<file path="src/rtl/stc_pkg.sv">
`default_nettype none
package stc_pkg;

	localparam int MAX_LEN    = 64;
	localparam int VALUE_BITS = 16;
	localparam int ELEM_W     = 16;
	localparam int ADDR_W     = $clog2(MAX_LEN);
	localparam int CNT_W      = $clog2(MAX_LEN + 1);
	localparam int SUM_W      = VALUE_BITS + 1;
	localparam int PADDR_W    = 3;
	localparam int PDATA_W    = 32;

	localparam logic [PADDR_W-3:0] REG_CHECK_MODE = 1'b0;

	typedef logic signed [VALUE_BITS-1:0] value_t;
	typedef logic signed [SUM_W-1:0]      sum_t;
	typedef logic [ADDR_W-1:0]            addr_t;
	typedef logic [CNT_W-1:0]             cnt_t;

	typedef enum logic [2:0] {
		RD_I,
		RD_J,
		RD_LAST,
		RD_K0,
		RD_KN
	} rd_sel_t;

	typedef struct packed {
		logic    idle;
		logic    load;
		logic    start;
		rd_sel_t rd_sel;
		logic    cap_x;
		logic    cap_y;
		logic    cap_z;
		logic    k_init;
		logic    k_step;
		logic    pair_step;
		logic    finish;
		logic    verdict;
	} stc_cmd_t;

	typedef struct packed {
		logic cfg_mode;
		logic run_mode;
		logic hit_full;
		logic hit_last;
		logic k_last;
		logic pair_last;
		logic out_free;
	} stc_status_t;

endpackage
`default_nettype wire

</file>
<file path="src/rtl/schur_triple_checker_top.sv">
// Sum-free check over a stored sequence of signed values.
// Input channel (in_valid/in_stall, element_value, is_last): one element per
// transaction, one per cycle while loading. Up to MAX_LEN elements are kept;
// later ones are dropped and reported through overflowed.
// The transaction with is_last set closes the sequence and starts the search;
// in_stall stays high until the verdict is in the output register.
// Output channel (out_valid/out_stall, sum_free, overflowed): one transaction
// per sequence. The result register holds while out_stall is high, and a new
// sequence may load meanwhile; its search waits at the end for the register.
// Search over n stored elements, all reads from the single read port of the
// value store: check_mode 0 (all triples) walks n(n+1)/2 pairs and reads all
// n elements for each pair; check_mode 1 (triples with the last element)
// walks the same pairs after reading the last element once. A triple found
// ends the search at once.
// Reset: empty sequence, no pending result, check_mode = 1. Configuration is
// an APB slave, register check_mode at address 0.
`default_nettype none
module schur_triple_checker_top (
	input  wire logic                        clk,
	input  wire logic                        arst_n,
	input  wire logic                        in_valid,
	output logic                             in_stall,
	input  wire logic [stc_pkg::ELEM_W-1:0]  element_value,
	input  wire logic                        is_last,
	output logic                             out_valid,
	input  wire logic                        out_stall,
	output logic                             sum_free,
	output logic                             overflowed,
	input  wire logic                        psel,
	input  wire logic                        penable,
	input  wire logic                        pwrite,
	input  wire logic [stc_pkg::PADDR_W-1:0] paddr,
	input  wire logic [stc_pkg::PDATA_W-1:0] pwdata,
	output logic      [stc_pkg::PDATA_W-1:0] prdata,
	output logic                             pready
);
	import stc_pkg::*;

	logic        check_mode_q;
	logic        reg_hit;
	stc_cmd_t    cmd;
	stc_status_t status;

	assign pready  = 1'b1;
	assign reg_hit = paddr[PADDR_W-1:2] == REG_CHECK_MODE;
	assign prdata  = reg_hit ? {{(PDATA_W-1){1'b0}}, check_mode_q} : '0;

	always_ff @(posedge clk or negedge arst_n) begin
		if (!arst_n) begin
			check_mode_q <= 1'b1;
		end else if (psel && penable && pwrite && pready && reg_hit) begin
			check_mode_q <= pwdata[0];
		end
	end

	assign in_stall = !cmd.idle;

	stc_ctrl u_ctrl (
		.clk     (clk),
		.arst_n  (arst_n),
		.in_valid(in_valid),
		.is_last (is_last),
		.status  (status),
		.cmd     (cmd)
	);

	stc_dp u_dp (
		.clk          (clk),
		.arst_n       (arst_n),
		.element_value(element_value),
		.check_mode   (check_mode_q),
		.cmd          (cmd),
		.out_stall    (out_stall),
		.status       (status),
		.out_valid    (out_valid),
		.sum_free     (sum_free),
		.overflowed   (overflowed)
	);

endmodule
`default_nettype wire

</file>
<file path="src/rtl/stc_ram.sv">
`default_nettype none
module stc_ram #(
	parameter int WIDTH = 16,
	parameter int DEPTH = 64
) (
	input  wire logic                     clk,
	input  wire logic                     we,
	input  wire logic [$clog2(DEPTH)-1:0] waddr,
	input  wire logic [WIDTH-1:0]         wdata,
	input  wire logic [$clog2(DEPTH)-1:0] raddr,
	output logic      [WIDTH-1:0]         rdata
);

	logic [WIDTH-1:0] mem_q [DEPTH];

	always_ff @(posedge clk) begin
		if (we) begin
			mem_q[waddr] <= wdata;
		end
		rdata <= mem_q[raddr];
	end

endmodule
`default_nettype wire

</file>
<file path="src/rtl/stc_ctrl.sv">
`default_nettype none
module stc_ctrl (
	input  wire logic                 clk,
	input  wire logic                 arst_n,
	input  wire logic                 in_valid,
	input  wire logic                 is_last,
	input  wire stc_pkg::stc_status_t status,
	output stc_pkg::stc_cmd_t         cmd
);
	import stc_pkg::*;

	typedef enum logic [2:0] {
		S_IDLE,
		S_LZ,
		S_LZC,
		S_RI,
		S_RJ,
		S_CY,
		S_FK,
		S_DONE
	} state_t;

	state_t state_q, state_d;
	logic   verdict_q, verdict_d;

	always_comb begin
		cmd       = '0;
		cmd.rd_sel = RD_I;
		cmd.verdict = verdict_q;
		state_d   = state_q;
		verdict_d = verdict_q;
		unique case (state_q)
			S_IDLE: begin
				cmd.idle = 1'b1;
				if (in_valid) begin
					cmd.load = 1'b1;
					if (is_last) begin
						cmd.start = 1'b1;
						state_d = status.cfg_mode ? S_LZ : S_RI;
					end
				end
			end
			S_LZ: begin
				cmd.rd_sel = RD_LAST;
				state_d = S_LZC;
			end
			S_LZC: begin
				cmd.cap_z = 1'b1;
				cmd.rd_sel = RD_I;
				state_d = S_RJ;
			end
			S_RI: begin
				cmd.rd_sel = RD_I;
				state_d = S_RJ;
			end
			S_RJ: begin
				cmd.cap_x = 1'b1;
				cmd.rd_sel = RD_J;
				state_d = S_CY;
			end
			S_CY: begin
				if (status.run_mode) begin
					if (status.hit_last) begin
						verdict_d = 1'b0;
						state_d = S_DONE;
					end else if (status.pair_last) begin
						verdict_d = 1'b1;
						state_d = S_DONE;
					end else begin
						cmd.pair_step = 1'b1;
						state_d = S_RI;
					end
				end else begin
					cmd.cap_y = 1'b1;
					cmd.rd_sel = RD_K0;
					cmd.k_init = 1'b1;
					state_d = S_FK;
				end
			end
			S_FK: begin
				cmd.rd_sel = RD_KN;
				cmd.k_step = 1'b1;
				if (status.hit_full) begin
					verdict_d = 1'b0;
					state_d = S_DONE;
				end else if (status.k_last) begin
					if (status.pair_last) begin
						verdict_d = 1'b1;
						state_d = S_DONE;
					end else begin
						cmd.pair_step = 1'b1;
						state_d = S_RI;
					end
				end
			end
			S_DONE: begin
				if (status.out_free) begin
					cmd.finish = 1'b1;
					state_d = S_IDLE;
				end
			end
			default: state_d = S_IDLE;
		endcase
	end

	always_ff @(posedge clk or negedge arst_n) begin
		if (!arst_n) begin
			state_q   <= S_IDLE;
			verdict_q <= 1'b1;
		end else begin
			state_q   <= state_d;
			verdict_q <= verdict_d;
		end
	end

endmodule
`default_nettype wire

</file>
<file path="src/rtl/stc_dp.sv">
`default_nettype none
module stc_dp (
	input  wire logic                       clk,
	input  wire logic                       arst_n,
	input  wire logic [stc_pkg::ELEM_W-1:0] element_value,
	input  wire logic                       check_mode,
	input  wire stc_pkg::stc_cmd_t          cmd,
	input  wire logic                       out_stall,
	output stc_pkg::stc_status_t            status,
	output logic                            out_valid,
	output logic                            sum_free,
	output logic                            overflowed
);
	import stc_pkg::*;

	cnt_t   cnt_q;
	logic   ovf_q;
	logic   mode_q;
	addr_t  i_q, j_q, k_q;
	value_t x_q, y_q, z_q;
	logic   out_valid_q, sum_free_q, overflowed_q;

	addr_t  last_idx;
	addr_t  raddr;
	logic   [VALUE_BITS-1:0] rdata;
	value_t rd_val;
	logic   room;
	logic   we;

	assign room     = cnt_q < cnt_t'(MAX_LEN);
	assign we       = cmd.load && room;
	assign last_idx = addr_t'(cnt_q - cnt_t'(1));
	assign rd_val   = value_t'(rdata);

	always_comb begin
		unique case (cmd.rd_sel)
			RD_I:    raddr = i_q;
			RD_J:    raddr = j_q;
			RD_LAST: raddr = last_idx;
			RD_K0:   raddr = '0;
			RD_KN:   raddr = addr_t'(k_q + addr_t'(1));
			default: raddr = '0;
		endcase
	end

	stc_ram #(
		.WIDTH(VALUE_BITS),
		.DEPTH(MAX_LEN)
	) u_store (
		.clk  (clk),
		.we   (we),
		.waddr(addr_t'(cnt_q)),
		.wdata(element_value[VALUE_BITS-1:0]),
		.raddr(raddr),
		.rdata(rdata)
	);

	always_comb begin
		status.cfg_mode  = check_mode;
		status.run_mode  = mode_q;
		status.hit_full  = sum_t'(rd_val) == sum_t'(x_q) + sum_t'(y_q);
		status.hit_last  = (sum_t'(rd_val) == sum_t'(x_q) + sum_t'(z_q))
			|| (sum_t'(x_q) == sum_t'(rd_val) + sum_t'(z_q))
			|| (sum_t'(z_q) == sum_t'(x_q) + sum_t'(rd_val));
		status.k_last    = k_q == last_idx;
		status.pair_last = (i_q == last_idx) && (j_q == last_idx);
		status.out_free  = !out_valid_q || !out_stall;
	end

	always_ff @(posedge clk or negedge arst_n) begin
		if (!arst_n) begin
			cnt_q       <= '0;
			ovf_q       <= 1'b0;
			out_valid_q <= 1'b0;
		end else begin
			if (cmd.finish) begin
				cnt_q <= '0;
				ovf_q <= 1'b0;
			end else if (cmd.load) begin
				if (room) begin
					cnt_q <= cnt_q + cnt_t'(1);
				end else begin
					ovf_q <= 1'b1;
				end
			end
			if (cmd.finish) begin
				out_valid_q <= 1'b1;
			end else if (!out_stall) begin
				out_valid_q <= 1'b0;
			end
		end
	end

	always_ff @(posedge clk) begin
		if (cmd.start) begin
			mode_q <= check_mode;
			i_q    <= '0;
			j_q    <= '0;
		end else if (cmd.pair_step) begin
			if (j_q == last_idx) begin
				i_q <= addr_t'(i_q + addr_t'(1));
				j_q <= addr_t'(i_q + addr_t'(1));
			end else begin
				j_q <= addr_t'(j_q + addr_t'(1));
			end
		end
		if (cmd.k_init) begin
			k_q <= '0;
		end else if (cmd.k_step) begin
			k_q <= addr_t'(k_q + addr_t'(1));
		end
		if (cmd.cap_x) begin
			x_q <= rd_val;
		end
		if (cmd.cap_y) begin
			y_q <= rd_val;
		end
		if (cmd.cap_z) begin
			z_q <= rd_val;
		end
		if (cmd.finish) begin
			sum_free_q   <= cmd.verdict;
			overflowed_q <= ovf_q;
		end
	end

	assign out_valid  = out_valid_q;
	assign sum_free   = sum_free_q;
	assign overflowed = overflowed_q;

endmodule
`default_nettype wire

</file>
<file path="config.mk">
export PLATFORM = sky130hd
export DESIGN_NAME = schur_triple_checker_top
export DESIGN_NICKNAME = d
export VERILOG_FILES = /design/src/rtl/stc_pkg.sv /design/src/rtl/schur_triple_checker_top.sv /design/src/rtl/stc_ram.sv /design/src/rtl/stc_ctrl.sv /design/src/rtl/stc_dp.sv
export SDC_FILE = /design/constraint.sdc
export NUM_CORES = 2
export LEC_CHECK = 0
export BUFFER_PORTS_ARGS = -buffer_cell sky130_fd_sc_hd__buf_2
export CAP_MARGIN = 30
export CORE_MARGIN = 3
export CORE_UTILIZATION = 63
export CTS_CLUSTER_SIZE = 16
export DETAILED_ROUTE_END_ITERATION = 6
export HOLD_SLACK_MARGIN = 0.02
export PLACE_DENSITY = 0.92
export SETUP_SLACK_MARGIN = 0.05
export SYNTH_ARGS = -nofsm -noshare
export SYNTH_HDL_FRONTEND = slang
export SYNTH_SLANG_ARGS = --single-unit
</file>
<file path="constraint.sdc">
create_clock -name clk -period 4.4 [get_ports clk]
set_clock_uncertainty 0.1 [all_clocks]
set_input_delay 0 -clock clk [delete_from_list [all_inputs] [get_ports clk]]
set_output_delay 0 -clock clk [all_outputs]
set_load 0.005 [all_outputs]
</file>
======== Yosys cells after proc, flatten, opt, wreduce, memory -nomap -nowiden ========
Memories as Yosys holds them, arrays and structs flattened. A register that Yosys moved wholly into a read port is not among the register bits.
Index checks and enable logic that the tools add are counted.
storage, ports and cells
  word-level logic and storage cells ...... 120
  memories kept ........................... 1
  flip-flop bits (word level) ............. 83
  output and inout bits ................... 37
  bits in writable memories ............... 1024
memories
  memory              depth  bits a word  read ports  clocked after Yosys merged registers in  write ports  RTL line       source
  u_dp.u_store.mem_q  64     16           1           1                                        1            stc_ram.sv:14  logic [WIDTH-1:0] mem_q [DEPTH];
operators by class
  $lt $le $gt $ge ......................... 1
  add/sub/neg operators ................... 9
  equal/unequal tests ..................... 24
  reductions and logical operators ........ 22
  multiplexer cells ....................... 47
  bitwise gates (word level) .............. 1
operators with widths
  operator                                           count
  adder 16 x 16 -> 17 bit                            4
  == test 16 x 17 -> 1 bit                           4
  2-to-1 mux 3 bit                                   9
  2-to-1 mux 1 bit                                   26
  one-hot mux 6 bit (4 select lines)                 1
  2-to-1 mux 7 bit                                   3
  one-hot mux 3 bit (7 select lines)                 1
  adder 6 x 1 -> 6 bit (second input constant)       3
  == test 6 bit                                      3
  == test 3 bit (second input constant)              5
  one-hot mux 3 bit (4 select lines)                 1
  inequality test 2 bit (second input constant)      5
  == test 3 x 2 -> 1 bit (second input constant)     3
  adder 7 x 1 -> 7 bit (second input constant)       1
  < comparator 7 bit (second input constant)         1
  == test 3 x 1 -> 1 bit (second input constant)     2
  zero test 3 bit                                    2
  2-to-1 mux 2 bit                                   3
  2-to-1 mux 6 bit                                   1
  AND reduction 2 bit                                3
  nonzero test 2 bit                                 3
  subtractor 6 x 1 -> 6 bit (second input constant)  1
  logical AND 1 bit                                  5
  one-hot mux 1 bit (2 select lines)                 2
  8 further kinds                                    12

======== Logic depth before layout (Yosys ltp) ========
  depth in word-level cells ............... 8
  gate-level depth with buffers ........... 16

======== Cells and area by module ========
From an unflattened synthesis, not the netlist that was laid out.
second synthesis, totals
  cells, all modules ...................... 2696
  area, all modules ....................... 47956.0 um2
modules (own cells, without submodules)
  module                    cells each  area an instance (um2)  instances
  stc_ram                   1829        40042.2                 1
  stc_dp                    776         7220.7                  1
  stc_ctrl                  52          386.6                   1
  schur_triple_checker_top  39          306.5                   1

======== Worst setup path before layout ========
No wires, ideal clock.
  path kind ............................... register to register
  start ................................... reg u_dp.cnt_q[0]
  end ..................................... reg u_dp.u_store.rdata[15] (read register of u_dp.u_store.mem_q)
  library setup time ...................... 0.133 ns
  arrival time ............................ 3.405 ns
  setup slack ............................. 0.762 ns
  stages on the path, launching flop included .. 16
  cell sequence ........................... dfrtp_1 > clkbuf_1 > inv_1 > ha_1 > or2_2 > a21oi_1 > a221o_1 > clkbuf_1 > buf_2 > buf_1 > clkbuf_1 > a311oi_1 > o21ai_0 > o21ai_0 > a211oi_1 > a21oi_1
on the way
  cells in the longest elaborated chain, start to end .. 2
ends and longest elaborated chain
  what                                RTL line       source
  start: declaration                  stc_dp.sv:16   cnt_t cnt_q;
  start signal: assignment            stc_dp.sv:81   cnt_q <= cnt_q + cnt_t'(1);
  subtractor 6 x 1 -> 6 bit           stc_dp.sv:32   assign last_idx = addr_t'(cnt_q - cnt_t'(1));
  one-hot mux 6 bit (4 select lines)  stc_dp.sv:36   unique case (cmd.rd_sel)
  end: declaration                    stc_ram.sv:11  output logic [WIDTH-1:0] rdata
Every way passes these cells.
A chain may end at the register's enable or synchronous reset.

======== Worst setup path after layout ========
  start ................................... reg u_ctrl.state_q[1]
  end ..................................... reg u_dp.u_store.rdata[15] (read register of u_dp.u_store.mem_q)
on the way
  cells in the longest elaborated chain, start to end .. 4
ends and longest elaborated chain
  what                                                     RTL line         source
  start: declaration                                       stc_ctrl.sv:23   state_t state_q, state_d;
  start signal: assignment                                 stc_ctrl.sv:111  state_q <= state_d;
  == test 3 bit or == test 3 x 1 -> 1 bit (tied branches)  stc_ctrl.sv:32   unique case (state_q)
  one-hot mux 3 bit (4 select lines) (*)                   stc_ctrl.sv:32
  == test 3 bit (tied with other cells)                    stc_dp.sv:36
  one-hot mux 6 bit (4 select lines) (*)                   stc_dp.sv:36
Mark *: on every way between the ends. The rest lies on a longest branch, timed or not.

==> impl_results.md <==
* Yosys warnings at 0
* Placer Congestion at 0.919
* Vias in the first global route at 37,147
* Count leader, synth: edfxtp_1
* Multiplexer share of the synthesized area at 0.312%
* Leakage at 19.4 nW
* # H-tree levels at 3
* Pre-antenna DRT Iters at 7
* Worst endpoint required time at roughly 4.8 ns
* Synth Area in Simple Gates at 14.7%
* R2r startpoint: u_ctrl.state_q[1]
* Post-synth top area cell: edfxtp_1
* Port bufs at 30
* Final hold slack at 0.111 ns
* Post-Synth XOR/XNOR Area at 2.36%
* Number of cells in the design after placement at 5,075
* Core Area at 0.0767 mm²
* Tmin final at 4.50 ns
* Row count at 101
* Vias per inst at just over 7
* Largest family of logic cells by synthesized area: simple AND/OR/NAND/NOR gates
* Int Pwr at ~25 mW
* Final hold vios at 0
* Hold Path End: check_mode_q
* Crit path setup slack, layout at -0.0980 ns
* Compound-gate portion of the synthesized area at 10.4%
* Outcome: complete, but fails checks
* Clock Pin Slew Worst Setup and Hold Paths at around 0.070 ns
* Critical path startpoint category: flop
* Filler cells at 4,103
* Initial Util at 64.3%
* #FFs+latches synth at ~1,100
* Layout area overhead at 13.1%
* Post-layout util at roughly 73%
* Clock root buffer: clkbuf_16
* WP data arrival at 4.91 ns
* Post-Syn Area at about 0.049 mm²
* Post-Synth Adder-Cell Area at 1.91%
* Worst R2R End: u_dp.u_store.rdata[15]
* Comb pwr share at about half
* Sw Ratio at 44.8%
* Synth cell count leaders: edfxtp_1, nand2_1, nand3_1, clkbuf_1, a211oi_1
* CTS Buf Count at 103
* Die ar. at 0.0817 mm²
* Post-synth EDFFs at 1,075
* 1st-iter DRT viols at 7,277
* Cell Pwr Density at 799 mW/mm²
* CP max FO at 31
* Setup-failing EPs final at 1
* Clock Path Buffers at 3
* Initial antenna violation count at 7
* FFs w/ async S/R, synth at 1.25%
* Multi-input logic area at roughly 0.015 mm²
* Mean Syn Cell Area at 12.3 µm²
* RSZ-0062 raised after global routing: yes
* Crit end category: flop
* Sw power at 20.0 mW
* Top cells by area, synth: edfxtp_1, nand2_1, nand3_1
* Via count at 38,209
* Sequential power share at between 20% and 30%
* NumNets Final at 4,315
* Clock Sinks at 1,123
* Crit share post-route at 102%
* Post-synth top flop: edfxtp_1
* Worst-skew pair later-pin latency at roughly 0.69 ns
* Peak Freq at 0.222 GHz
* Post-synth top area share at 65.5%
* Worst-Margin Slew at approximately 1.0 ns
* DPL Wire Length at 83,200 µm
* Overall Global Routing Usage at between 30% and 40%
* DRC viols at 75
* Clock power share at 19.9%
* Min-Delay Path Depth at 4
* Grt total ovfl at 0
* Reg2Reg Depth at 14
* Wirelength, routed at 152,000 µm
* Die width at 286 µm
* Post-Syn Instances at 4,005
* Critical path class: reg2reg
* Hold Path Class: in2reg
* Failing checks: design-rule violations, negative setup slack
* Largest net degree at the start of global routing at 78
* Register area share after synthesis at between 60% and 70%
* Hold_sp: penable
* IO Count at 96
* Sequential Area at 0.0333 mm²
* Layout cells sized above 1 at 11.7%
* Pwr Total at 44.5 mW
* First-pass GRT wire length at 223,000 µm
* Antenna-violating nets left at 0
* Die Ht at 286 µm
* Routed len/inst at 28.7 µm
* CTS tree: built
* Synth unique cells at 90
* Final std cells w/o fill at 5,301
* Reg2reg setup slack at -0.1 ns
* Slew Viols, Final at 0
* Maxcap violations at 0
* Peak supply drop at approximately 0.52 mV
* Max_slew headroom at 30.3%
* TNS Setup at -0.0980 ns
==> layout by cell type (no fill, tap or decap), drive strengths merged, types with 12 or more instances in the layout <==
cell	synthesis	final
nor3	33	33
conb	2	32
a21oi	140	140
a211oi	185	185
clkinv	1	40
a21o	17	17
edfxtp	1075	1075
buf	81	308
nor2	131	131
nand3	318	318
xnor2	79	79
a311oi	154	154
clkbuf	212	128
and2	127	127
and3	48	48
nand2b	19	19
nand2	883	883
dfxtp	34	34
xor2	52	52
dfrtp	12	12
ha	69	69
a31oi	80	80
dlygate4sd3	0	26
mux2i	12	12
nand4	13	13
inv	27	35
o21ai	50	50
==> worst max-delay path, cell delays in order (launching register included) <==
cell and delay (ns):
dfrtp_2 0.56, clkinvlp_4 0.30, nor2_2 0.38, buf_4 0.28
a222oi_1 0.16, buf_12 0.22, buf_4 0.22, buf_8 0.21
a211oi_1 0.52, a311oi_1 0.15, o21ai_0 0.35, o21ai_0 0.23
a211oi_1 0.33, buf_4 0.19, a21oi_2 0.07
==> power groups by stage <==
stage / sequential (mW) / clock [mW] / combinational, mW
3_5_place_dp: 12.8 / 0 / 20.8
5_1_grt: 12.7 / 9.21 / 23.9
3_3_place_gp: 12.8 / 0 / 19.8
6_report: 12.7 / 8.86 / 23.0
4_1_cts: 12.6 / 8.76 / 21.6
2_1_floorplan: 12.7 / 0 / 13.1
==> area by class of cell <==
cell class | instances | area share [%]
inverters | 28 | 0.195
repair buffers | 334 | 5.10
clock inverters | 60 | 1.03
multi-input cells | 2593 | 26.7
clock buffers | 128 | 4.85
flip-flops and latches | 1123 | 59.8
diodes | 5 | 0.0224
well taps | 1030 | 2.31
==> layer usage <==
layer | global-route usage, % | routed length, µm | part of all wire (%) | vias to the layer above
li1 | - | - | - | 15269
met1 | 43.5 | 46700 | 31 | 17772
met2 | 57.7 | 69800 | 46 | 4081
met3 | 10.9 | 23000 | 15 | 1081
met4 | 22.9 | 12600 | 8.3 | 6
met5 | 0 | 35 | 0.023 | -
==> sequential cells by signal, indices dropped and copies added, names as in the netlist, 3 cells and up <==
name                cells
u_dp.i_q                6
u_ctrl.state_q          3
u_dp.u_store.mem_q   1024
u_dp.z_q               16
u_dp.cnt_q              7
u_dp.y_q               16
u_dp.x_q               16
u_dp.j_q                6
u_dp.k_q                6
u_dp.u_store.rdata     16
==> what timing repair did <==
item,4_1_cts,5_1_grt
buffers inserted,0,5
setup endpoints to repair,1,27
pin swaps,0,1
cloned,1,1
hold endpoints to repair,1065,0
resized for setup,4,17
hold buffers,26,0
==> stage by stage <==
stage          instance area [µm²]  worst slack, ns
4_1_cts                      55600            0.106
3_5_place_dp                 52000          -0.0230
2_1_floorplan                49400            0.762
3_3_place_gp                 52000            0.146
6_report                     55700          -0.0980
5_1_grt                      55700           -0.146
==> cell families after synthesis <==
group / Yosys count
AOI/OAI and AO/OA: 717
xor gates and xnor gates: 131
adders and majority gates: 73
buffers and inverters: 321
DFF: 1123
muxes: 15
other: 2
and+or+nand+nor: 1623
==> worst max-delay path by stage <==
stage | to | cells past startpoint | slack (ns) | start
final | u_dp.u_store.rdata[15] | 14 | -0.1 | u_ctrl.state_q[1]
after global routing | u_dp.u_store.rdata[15] | 16 | -0.15 | u_dp.cnt_q[1]
after CTS | u_dp.u_store.rdata[15] | 14 | 0.11 | u_ctrl.state_q[1]
after detailed placement | u_dp.u_store.rdata[15] | 15 | -0.02 | u_dp.cnt_q[1]
after global placement | u_dp.u_store.rdata[15] | 15 | 0.15 | u_dp.cnt_q[1]
after floorplan | u_dp.u_store.rdata[15] | 15 | 0.76 | u_dp.cnt_q[0]
No activity file was read; power rests on OpenSTA's default activity.
